### config.mk
export PLATFORM = sky130hd
export DESIGN_NAME = text_console_cursor_scroll
export DESIGN_NICKNAME = d
export VERILOG_FILES = /design/src/design/tccs_pkg.sv /design/src/design/tccs_front.sv /design/src/design/tccs_queue.sv /design/src/design/tccs_back.sv /design/src/design/text_console_cursor_scroll.sv
export SDC_FILE = /design/constraint.sdc
export NUM_CORES = 1
export LEC_CHECK = 0
export BUFFER_PORTS_ARGS = -buffer_cell sky130_fd_sc_hd__clkbuf_2
export CORE_MARGIN = 3
export CORE_UTILIZATION = 56
export CTS_CLUSTER_DIAMETER = 120
export DETAILED_ROUTE_END_ITERATION = 10
export PLACE_DENSITY = 0.77
export SYNTH_ARGS = -nofsm -noshare
export SYNTH_HDL_FRONTEND = slang
export SYNTH_HIERARCHICAL = 1
export SYNTH_SLANG_ARGS = --single-unit
### constraint.sdc
create_clock -name i_clk -period 7.9 [get_ports i_clk]
set_clock_uncertainty 0.1 [all_clocks]
set_input_delay 1.58 -clock i_clk [delete_from_list [all_inputs] [get_ports i_clk]]
set_output_delay 1.58 -clock i_clk [all_outputs]
set_load 0.05 [all_outputs]
### src/design/tccs_pkg.sv
`default_nettype none

package tccs_pkg;

    localparam int IDX_W      = 3;
    localparam int CHAR_W     = 8;
    localparam int ATTR_W     = 8;
    localparam int OUT_ADDR_W = 14;

    localparam logic [1:0] MODE_PUT         = 2'd0;
    localparam logic [1:0] MODE_SCROLL_UP   = 2'd1;
    localparam logic [1:0] MODE_SCROLL_DOWN = 2'd2;
    localparam logic [1:0] MODE_SELECT      = 2'd3;

    localparam logic [CHAR_W-1:0] NL_CODE    = 8'h0A;
    localparam logic [CHAR_W-1:0] BS_CODE    = 8'h08;
    localparam logic [CHAR_W-1:0] SPACE_CODE = 8'h20;

    localparam logic [ATTR_W-1:0] ATTR_RESET = 8'd7;

    // command queue between front and back
    localparam int QUEUE_DEPTH = 2;

    typedef enum logic [2:0] {
        OP_NOP,
        OP_NEWLINE,
        OP_BACKSPACE,
        OP_CHAR,
        OP_SCROLL_UP,
        OP_SCROLL_DOWN,
        OP_SELECT
    } t_op;

    typedef struct packed {
        t_op               op;
        logic [IDX_W-1:0]  console;
        logic [CHAR_W-1:0] ch;
    } t_cmd;

endpackage

`default_nettype wire

### src/design/tccs_front.sv
`default_nettype none

module tccs_front
    import tccs_pkg::*;
#(
    parameter int NUM_CONSOLES = 4
) (
    input  wire logic              i_valid,
    input  wire logic [1:0]        i_mode,
    input  wire logic [IDX_W-1:0]  i_console_index,
    input  wire logic [CHAR_W-1:0] i_char_code,
    input  wire logic              i_q_full,
    output logic                   o_ready,
    output logic                   o_push,
    output t_cmd                   o_cmd
);

    logic idx_ok;

    assign idx_ok  = {1'b0, i_console_index} < (IDX_W+1)'(NUM_CONSOLES);
    assign o_ready = !i_q_full;
    assign o_push  = i_valid && !i_q_full;

    always_comb begin
        o_cmd.console = i_console_index;
        o_cmd.ch      = i_char_code;
        o_cmd.op      = OP_NOP;
        if (idx_ok) begin
            unique case (i_mode)
                MODE_PUT: begin
                    if (i_char_code == NL_CODE) begin
                        o_cmd.op = OP_NEWLINE;
                    end else if (i_char_code == BS_CODE) begin
                        o_cmd.op = OP_BACKSPACE;
                    end else begin
                        o_cmd.op = OP_CHAR;
                    end
                end
                MODE_SCROLL_UP:   o_cmd.op = OP_SCROLL_UP;
                MODE_SCROLL_DOWN: o_cmd.op = OP_SCROLL_DOWN;
                MODE_SELECT:      o_cmd.op = OP_SELECT;
            endcase
        end
    end

endmodule

`default_nettype wire

### src/design/tccs_queue.sv
`default_nettype none

module tccs_queue
    import tccs_pkg::*;
(
    input  wire logic i_clk,
    input  wire logic i_rst_n,
    input  wire logic i_push,
    input  wire t_cmd i_cmd,
    input  wire logic i_pop,
    output logic      o_full,
    output logic      o_nonempty,
    output t_cmd      o_cmd
);

    localparam int PTR_W = $clog2(QUEUE_DEPTH);
    localparam int CNT_W = $clog2(QUEUE_DEPTH + 1);

    t_cmd             r_mem [QUEUE_DEPTH];
    logic [PTR_W-1:0] r_wr_ptr;
    logic [PTR_W-1:0] r_rd_ptr;
    logic [CNT_W-1:0] r_count;

    assign o_full     = r_count == CNT_W'(QUEUE_DEPTH);
    assign o_nonempty = r_count != '0;
    assign o_cmd      = r_mem[r_rd_ptr];

    always_ff @(posedge i_clk) begin
        if (i_push) begin
            r_mem[r_wr_ptr] <= i_cmd;
        end
    end

    always_ff @(posedge i_clk) begin
        if (!i_rst_n) begin
            r_wr_ptr <= '0;
            r_rd_ptr <= '0;
            r_count  <= '0;
        end else begin
            if (i_push) begin
                r_wr_ptr <= r_wr_ptr + PTR_W'(1);
            end
            if (i_pop) begin
                r_rd_ptr <= r_rd_ptr + PTR_W'(1);
            end
            if (i_push && !i_pop) begin
                r_count <= r_count + CNT_W'(1);
            end else if (i_pop && !i_push) begin
                r_count <= r_count - CNT_W'(1);
            end
        end
    end

endmodule

`default_nettype wire

### src/design/tccs_back.sv
`default_nettype none

module tccs_back
    import tccs_pkg::*;
#(
    parameter int NUM_CONSOLES = 4,
    parameter int SCREEN_COLS  = 80,
    parameter int SCREEN_CELLS = 2000,
    parameter int VIDEO_WORDS  = 16384
) (
    input  wire logic                  i_clk,
    input  wire logic                  i_rst_n,
    input  wire logic                  i_q_nonempty,
    input  wire t_cmd                  i_cmd,
    input  wire logic [ATTR_W-1:0]     i_attr,
    input  wire logic                  i_ready,
    output logic                       o_pop,
    output logic                       o_valid,
    output logic                       o_write_valid,
    output logic [OUT_ADDR_W-1:0]      o_write_addr,
    output logic [CHAR_W-1:0]          o_write_char,
    output logic [ATTR_W-1:0]          o_write_attr,
    output logic                       o_display_update,
    output logic [OUT_ADDR_W-1:0]      o_cursor_out,
    output logic [OUT_ADDR_W-1:0]      o_start_out
);

    localparam int REGION = VIDEO_WORDS / NUM_CONSOLES;
    localparam int AW     = $clog2(VIDEO_WORDS);
    localparam int EW     = $clog2(VIDEO_WORDS + SCREEN_CELLS + SCREEN_COLS + 1);
    localparam int CIW    = (NUM_CONSOLES > 1) ? $clog2(NUM_CONSOLES) : 1;
    localparam int COL_W  = $clog2(SCREEN_COLS);

    // per-console state; r_col tracks (cursor - origin) mod SCREEN_COLS
    logic [AW-1:0]    r_cursor [NUM_CONSOLES];
    logic [AW-1:0]    r_view   [NUM_CONSOLES];
    logic [COL_W-1:0] r_col    [NUM_CONSOLES];
    logic [CIW-1:0]   r_active;

    logic                  r_out_valid;
    logic                  r_write_valid;
    logic [OUT_ADDR_W-1:0] r_write_addr;
    logic [CHAR_W-1:0]     r_write_char;
    logic [ATTR_W-1:0]     r_write_attr;
    logic                  r_display_update;
    logic [OUT_ADDR_W-1:0] r_cursor_out;
    logic [OUT_ADDR_W-1:0] r_start_out;

    logic [CIW-1:0]    cmd_c;
    logic [EW-1:0]     origin;
    logic [EW-1:0]     region_end;
    logic [EW-1:0]     cur;
    logic [EW-1:0]     vs;
    logic [COL_W-1:0]  col;
    logic              down_ok;
    logic              is_put;

    logic [EW-1:0]     n_cur;
    logic [EW-1:0]     n_vs;
    logic [COL_W-1:0]  n_col;
    logic [CIW-1:0]    n_active;
    logic              n_wv;
    logic [EW-1:0]     n_wa;
    logic [CHAR_W-1:0] n_wch;
    logic              n_du;

    logic [EW-1:0]     act_origin;

    assign o_pop = i_q_nonempty && (!r_out_valid || i_ready);

    assign cmd_c      = i_cmd.console[CIW-1:0];
    assign origin     = EW'(EW'(cmd_c) * EW'(REGION));
    assign region_end = origin + EW'(REGION);
    assign cur        = EW'(r_cursor[cmd_c]);
    assign vs         = EW'(r_view[cmd_c]);
    assign col        = r_col[cmd_c];
    assign down_ok    = (vs + EW'(SCREEN_CELLS)) < region_end;
    assign is_put     = (i_cmd.op == OP_NEWLINE) || (i_cmd.op == OP_BACKSPACE)
                     || (i_cmd.op == OP_CHAR);

    always_comb begin
        n_cur    = cur;
        n_vs     = vs;
        n_col    = col;
        n_active = r_active;
        n_wv     = 1'b0;
        n_wa     = '0;
        n_wch    = '0;
        unique case (i_cmd.op)
            OP_NEWLINE: begin
                if ((cur + EW'(SCREEN_COLS)) < region_end) begin
                    n_cur = cur - EW'(col) + EW'(SCREEN_COLS);
                    n_col = '0;
                end
            end
            OP_BACKSPACE: begin
                if (cur > origin) begin
                    n_cur = cur - EW'(1);
                    n_col = (col == '0) ? COL_W'(SCREEN_COLS - 1) : col - COL_W'(1);
                    n_wv  = 1'b1;
                    n_wa  = cur - EW'(1);
                    n_wch = SPACE_CODE;
                end
            end
            OP_CHAR: begin
                if ((cur + EW'(1)) < region_end) begin
                    n_cur = cur + EW'(1);
                    n_col = (col == COL_W'(SCREEN_COLS - 1)) ? '0 : col + COL_W'(1);
                    n_wv  = 1'b1;
                    n_wa  = cur;
                    n_wch = i_cmd.ch;
                end
            end
            OP_SCROLL_UP: begin
                if (vs > origin) begin
                    n_vs = vs - EW'(SCREEN_COLS);
                end
            end
            OP_SCROLL_DOWN: begin
                if (down_ok) begin
                    n_vs = vs + EW'(SCREEN_COLS);
                end
            end
            OP_SELECT: begin
                n_active = cmd_c;
            end
            OP_NOP: begin
            end
            default: begin
            end
        endcase
        // cursor ran off the bottom of the view: one line down is enough
        if (is_put && (n_cur >= (vs + EW'(SCREEN_CELLS))) && down_ok) begin
            n_vs = vs + EW'(SCREEN_COLS);
        end
        n_du = (i_cmd.op != OP_NOP) && (n_active == cmd_c);
    end

    always_ff @(posedge i_clk) begin
        if (!i_rst_n) begin
            for (int k = 0; k < NUM_CONSOLES; k++) begin
                r_cursor[k] <= AW'(k * REGION);
                r_view[k]   <= AW'(k * REGION);
                r_col[k]    <= '0;
            end
            r_active    <= '0;
            r_out_valid <= 1'b0;
        end else begin
            if (o_pop) begin
                r_cursor[cmd_c] <= AW'(n_cur);
                r_view[cmd_c]   <= AW'(n_vs);
                r_col[cmd_c]    <= n_col;
                r_active        <= n_active;
                r_out_valid     <= 1'b1;
            end else if (i_ready) begin
                r_out_valid <= 1'b0;
            end
        end
    end

    always_ff @(posedge i_clk) begin
        if (o_pop) begin
            r_write_valid    <= n_wv;
            r_write_addr     <= n_wv ? OUT_ADDR_W'(n_wa) : '0;
            r_write_char     <= n_wv ? n_wch : '0;
            r_write_attr     <= n_wv ? i_attr : '0;
            r_display_update <= n_du;
            r_cursor_out     <= n_du ? OUT_ADDR_W'(n_cur) : '0;
            r_start_out      <= n_du ? OUT_ADDR_W'(n_vs) : '0;
        end
    end

    assign o_valid          = r_out_valid;
    assign o_write_valid    = r_write_valid;
    assign o_write_addr     = r_write_addr;
    assign o_write_char     = r_write_char;
    assign o_write_attr     = r_write_attr;
    assign o_display_update = r_display_update;
    assign o_cursor_out     = r_cursor_out;
    assign o_start_out      = r_start_out;

    assign act_origin = EW'(EW'(r_active) * EW'(REGION));

    a_nop_quiet: assert property (@(posedge i_clk) disable iff (!i_rst_n)
        o_pop && (i_cmd.op == OP_NOP) |=> !r_write_valid && !r_display_update)
        else $error("ignored console produced a write or display update");

    a_select_updates: assert property (@(posedge i_clk) disable iff (!i_rst_n)
        o_pop && (i_cmd.op == OP_SELECT) |=> r_display_update && r_out_valid)
        else $error("console select did not load the display");

    a_col_range: assert property (@(posedge i_clk) disable iff (!i_rst_n)
        {1'b0, r_col[r_active]} < (COL_W+1)'(SCREEN_COLS))
        else $error("column tracker out of range");

    a_cursor_in_region: assert property (@(posedge i_clk) disable iff (!i_rst_n)
        (EW'(r_cursor[r_active]) >= act_origin)
        && (EW'(r_cursor[r_active]) < (act_origin + EW'(REGION))))
        else $error("cursor left its console region");

endmodule

`default_nettype wire

### src/design/text_console_cursor_scroll.sv
// Multi-console text writer. Video memory is split into NUM_CONSOLES equal
// regions; each console has its own cursor and display start, and one console
// is current. Each input transfer puts a character (newline, backspace or a
// printable byte), scrolls a view up or down one line, or selects a console,
// and yields exactly one output transfer with the cell write (if any) and,
// when the addressed console is current, the cursor and start to load.
// Throughput is one item per clock unless the output stalls: the back end
// reads, updates and writes back the addressed console's state as it pops
// each item, so consecutive items to the same console need no stall. Items
// pass through the command queue, then the output register. No clearing pass
// runs after reset; the block is ready at once. The attribute register is
// written through the cfg channel, which is always ready, and is expected to
// change only while the block is idle.
`default_nettype none

module text_console_cursor_scroll
    import tccs_pkg::*;
#(
    parameter int NUM_CONSOLES = 4,
    parameter int SCREEN_COLS  = 80,
    parameter int SCREEN_CELLS = 2000,
    parameter int VIDEO_WORDS  = 16384
) (
    input  wire logic                  i_clk,
    input  wire logic                  i_rst_n,

    // attribute register write channel
    input  wire logic                  i_cfg_valid,
    output logic                       o_cfg_ready,
    input  wire logic [ATTR_W-1:0]     i_cfg_char_attribute,

    // command input channel
    input  wire logic                  i_valid,
    output logic                       o_ready,
    input  wire logic [1:0]            i_mode,
    input  wire logic [IDX_W-1:0]      i_console_index,
    input  wire logic [CHAR_W-1:0]     i_char_code,

    // result output channel
    output logic                       o_valid,
    input  wire logic                  i_ready,
    output logic                       o_write_valid,
    output logic [OUT_ADDR_W-1:0]      o_write_addr,
    output logic [CHAR_W-1:0]          o_write_char,
    output logic [ATTR_W-1:0]          o_write_attr,
    output logic                       o_display_update,
    output logic [OUT_ADDR_W-1:0]      o_cursor_out,
    output logic [OUT_ADDR_W-1:0]      o_start_out
);

    logic [ATTR_W-1:0] r_char_attribute;

    logic q_full;
    logic q_nonempty;
    logic push;
    logic pop;
    t_cmd front_cmd;
    t_cmd queue_cmd;

    // attribute register: every transfer on the cfg channel loads it
    assign o_cfg_ready = 1'b1;

    always_ff @(posedge i_clk) begin
        if (!i_rst_n) begin
            r_char_attribute <= ATTR_RESET;
        end else if (i_cfg_valid) begin
            r_char_attribute <= i_cfg_char_attribute;
        end
    end

    // front: decode mode/char into an op, drop out-of-range consoles to a no-op
    tccs_front #(
        .NUM_CONSOLES (NUM_CONSOLES)
    ) u_front (
        .i_valid         (i_valid),
        .i_mode          (i_mode),
        .i_console_index (i_console_index),
        .i_char_code     (i_char_code),
        .i_q_full        (q_full),
        .o_ready         (o_ready),
        .o_push          (push),
        .o_cmd           (front_cmd)
    );

    // short queue so input acceptance and output stalls stay decoupled
    tccs_queue u_queue (
        .i_clk      (i_clk),
        .i_rst_n    (i_rst_n),
        .i_push     (push),
        .i_cmd      (front_cmd),
        .i_pop      (pop),
        .o_full     (q_full),
        .o_nonempty (q_nonempty),
        .o_cmd      (queue_cmd)
    );

    // back: per-console cursor/view state and the registered result
    tccs_back #(
        .NUM_CONSOLES (NUM_CONSOLES),
        .SCREEN_COLS  (SCREEN_COLS),
        .SCREEN_CELLS (SCREEN_CELLS),
        .VIDEO_WORDS  (VIDEO_WORDS)
    ) u_back (
        .i_clk            (i_clk),
        .i_rst_n          (i_rst_n),
        .i_q_nonempty     (q_nonempty),
        .i_cmd            (queue_cmd),
        .i_attr           (r_char_attribute),
        .i_ready          (i_ready),
        .o_pop            (pop),
        .o_valid          (o_valid),
        .o_write_valid    (o_write_valid),
        .o_write_addr     (o_write_addr),
        .o_write_char     (o_write_char),
        .o_write_attr     (o_write_attr),
        .o_display_update (o_display_update),
        .o_cursor_out     (o_cursor_out),
        .o_start_out      (o_start_out)
    );

endmodule

`default_nettype wire
==> Flow_metrics.wiki <==
{| class="wikitable"
! Metric !! Value
|-
| Result of the run || finished clean
|-
| Starting density of the core || 57.31%
|-
| Congestion Overflow GR || 0
|-
| Die Span X || 164.2 microns
|-
| Finish-stage setup viols || 0
|-
| Most used cells in the layout excluding fill and tap cells || 226 x edfxtp_1, 193 x nor2_1, 87 x clkbuf_2
|-
| CTS clk-pin slew, worst paths || 0.06 ns
|-
| Peak clock frequency supported by timing || 134.8 MHz
|-
| Maximum number of pins on one net before global-route repair || 64
|-
| Standard cell area after detailed placement || 0.01483 sq mm
|-
| Most frequent standard cell in the layout excluding fill and tap cells || edfxtp_1
|-
| Sequential share of power || 27.1%
|-
| Maximum level of the CTS H-tree || 1
|-
| Number of nets in the finished design || 1421
|-
| Logic pwr share || 57.3%
|-
| Worst Hold Class || flop to flop
|-
| Post-Syn Area per Cell || 11.41 sq um
|-
| Clk_lat worst skew || 0.54 ns
|-
| Wire length per cell after detailed routing || 22.46 microns
|-
| CP endpoint kind || flop
|-
| Required time worst endpoint || 8.06 ns
|-
| Share of the clock period used by the worst path || 93.91%
|-
| Maximum number of buffers from clock root to sink || 3
|-
| Antenna violations before repair || 0
|-
| Detailed-router iteration count before antenna repair || 5
|-
| Clock period minus worst slack || 7.419 ns
|-
| Number of hold violations in the final report || 0
|-
| Worst-case hold slack || 0.3781 ns
|-
| I/O Buffers || 87
|-
| I/O pin cnt || 89
|-
| Detailed Route Iter0 Violations || 1204
|-
| Final HPWL from detailed placement || 25750 microns
|-
| Std cell rows || 57
|-
| Count of max-cap constraint violations || 0
|-
| Clock tree from TritonCTS || built
|-
| Syn Std Cell Area || 0.01402 sq mm
|-
| Proportion of power drawn by the clock network || 15.6%
|-
| Via-to-Cell Ratio || 6.264
|-
| Overall Global Routing Usage || 27.69%
|-
| Drt drc || 0
|-
| Number of warnings reported in the yosys synthesis log || 6
|-
| Hold Buf Count CTS || 0
|-
| Worst-path fanout max || 22
|-
| Smallest setup slack after layout || 0.4813 ns
|-
| Final-report max-slew violation count || 0
|-
| Detailed-route wire length || 37250 microns
|-
| Sw Share || 47.54%
|-
| Met3 usage || 5.246%
|-
| Proportion of layout cells with a drive suffix above 1 || 20.07%
|-
| Sinks on the clock net || 242
|-
| Most crowded layer after global routing || met2
|-
| Number of nets still failing antenna checks after routing || 0
|-
| Number of buffers added by the clock tree synthesis step || 25
|-
| Total number of vias || 10390
|-
| Number of cells produced by synthesis || 1229
|-
| Die footprint || 0.02697 sq mm
|-
| Slew at the pin with the worst max-slew slack || 1.278 ns
|-
| Worst path arrival time || 7.58 ns
|-
| Height of the chip || 164.2 microns
|-
| RR Endpoint || u_back/r_view[3][13]
|-
| End of the critical path || u_back/r_view[3][13]
|-
| Number of antenna diodes || 0
|-
| Layout overhead on the synthesized area || 11.33%
|-
| Clock tree root buffer cell || clkbuf_16
|-
| PD cells || 451.2 mW/mm^2
|-
| Maximum VDD drop || 369.3 uV
|-
| Post-placement worst setup slack || 0.3621 ns
|-
| Internal Power || 3.694 mW
|-
| Weighted congestion reported at the end of routability-driven placement || 0.9647
|-
| Met2 usage || 45.08%
|-
| Area of all placed cells without fillers || 0.01561 sq mm
|-
| Worst slew slack as a fraction of its limit || 14.59%
|-
| Met1 Usage GRT || 37.99%
|-
| First-pass GRT wire length || 57300 microns
|-
| Register-to-register path setup slack || 0.48 ns
|-
| Core footprint || 0.02446 sq mm
|-
| WS Path Type || flop to flop
|-
| Synthesized netlist net count || 1330
|-
| Startpoint class of the critical path || flop
|-
| Cell depth of the worst flop-to-flop path || 25
|-
| Net load switching power || 3.348 mW
|-
| Leakage power figure || 5.971 nW
|-
| Count of filler cells inserted in the layout || 1881
|-
| Vias in the first global route || 10140
|}
==> worst max-delay path: stages, from the launching register on <==
cell	delay (ns)
dfxtp_1	0.43
mux2_4	0.50
mux2i_1	0.21
mux2_2	0.39
inv_2	0.18
ha_1	0.25
nand3_1	0.18
nor2_1	0.18
xnor2_1	0.10
ha_1	0.21
or3_1	0.34
o32a_4	0.47
a211oi_4	0.60
o2111ai_2	0.24
a2111oi_4	0.51
inv_1	0.10
ha_1	0.32
a21o_1	0.18
a21oi_1	0.17
nor3b_1	0.22
o211ai_1	0.15
a22oi_1	0.19
buf_4	0.20
o31ai_1	0.10
xnor2_1	0.49
nand2_1	0.12
==> through the flow <==
step           util (%)  total power, mW  setup TNS (ns)  std cells
6_report          63.80            7.042               0       1659
5_1_grt           63.80            7.447        -0.01402       1659
4_1_cts           63.72            7.002               0       1659
3_5_place_dp      60.63            5.874               0       1617
3_3_place_gp      60.63            5.804               0       1617
2_1_floorplan         -            4.783               0       1229
==> layer usage <==
metal	routed length (microns)	up-vias
li1	-	4714
met5	0	-
met3	3384	93
met1	15020	5058
met2	17610	527
met4	1237	0
==> flip-flops by register name, summed over array words and instances (netlist names), 14 cells and up, named ones only <==
register,flops
u_back/r_cursor,56
u_back/r_view,56
u_back/r_col,28
u_queue/r_mem,26
u_back/o_cursor_out,14
u_back/o_start_out,14
u_back/o_write_addr,14
==> power groups by stage <==
stage	combinational, mW	sequential, mW	clock, mW
floorplan	2.29	2.49	0
global placement	3.88	1.92	0
detailed placement	3.94	1.93	0
CTS	3.97	1.91	1.12
global route	4.34	1.94	1.17
finish	4.03	1.91	1.10
==> timing repair <==
| action | 4_1_cts | 5_1_grt |
|---|---|---|
| setup buffers | 0 | 0 |
| gates resized for setup | 0 | 3 |
| setup endpoints to repair | 0 | 45 |
==> area by class of cell <==
type / count / area, sq um / area share [%]
clock buffer: 27 / 633.1 / 4.057
clock inverter: 15 / 123.9 / 0.7937
inverter: 67 / 251.5 / 1.611
multi-input combinational: 853 / 6320 / 40.50
sequential: 242 / 7107 / 45.54
tap: 324 / 405.4 / 2.598
timing repair buffer: 131 / 765.7 / 4.907
==> worst min path at each step <==
stage / startpoint / to / depth (start not counted)
floorplan: r_char_attribute[0] / r_char_attribute[0] / 2
global placement: r_char_attribute[0] / r_char_attribute[0] / 2
detailed placement: r_char_attribute[1] / r_char_attribute[1] / 2
CTS: r_char_attribute[2] / r_char_attribute[2] / 2
global route: r_char_attribute[1] / r_char_attribute[1] / 2
finish: r_char_attribute[1] / r_char_attribute[1] / 2
(Power assumes the default switching activity.)
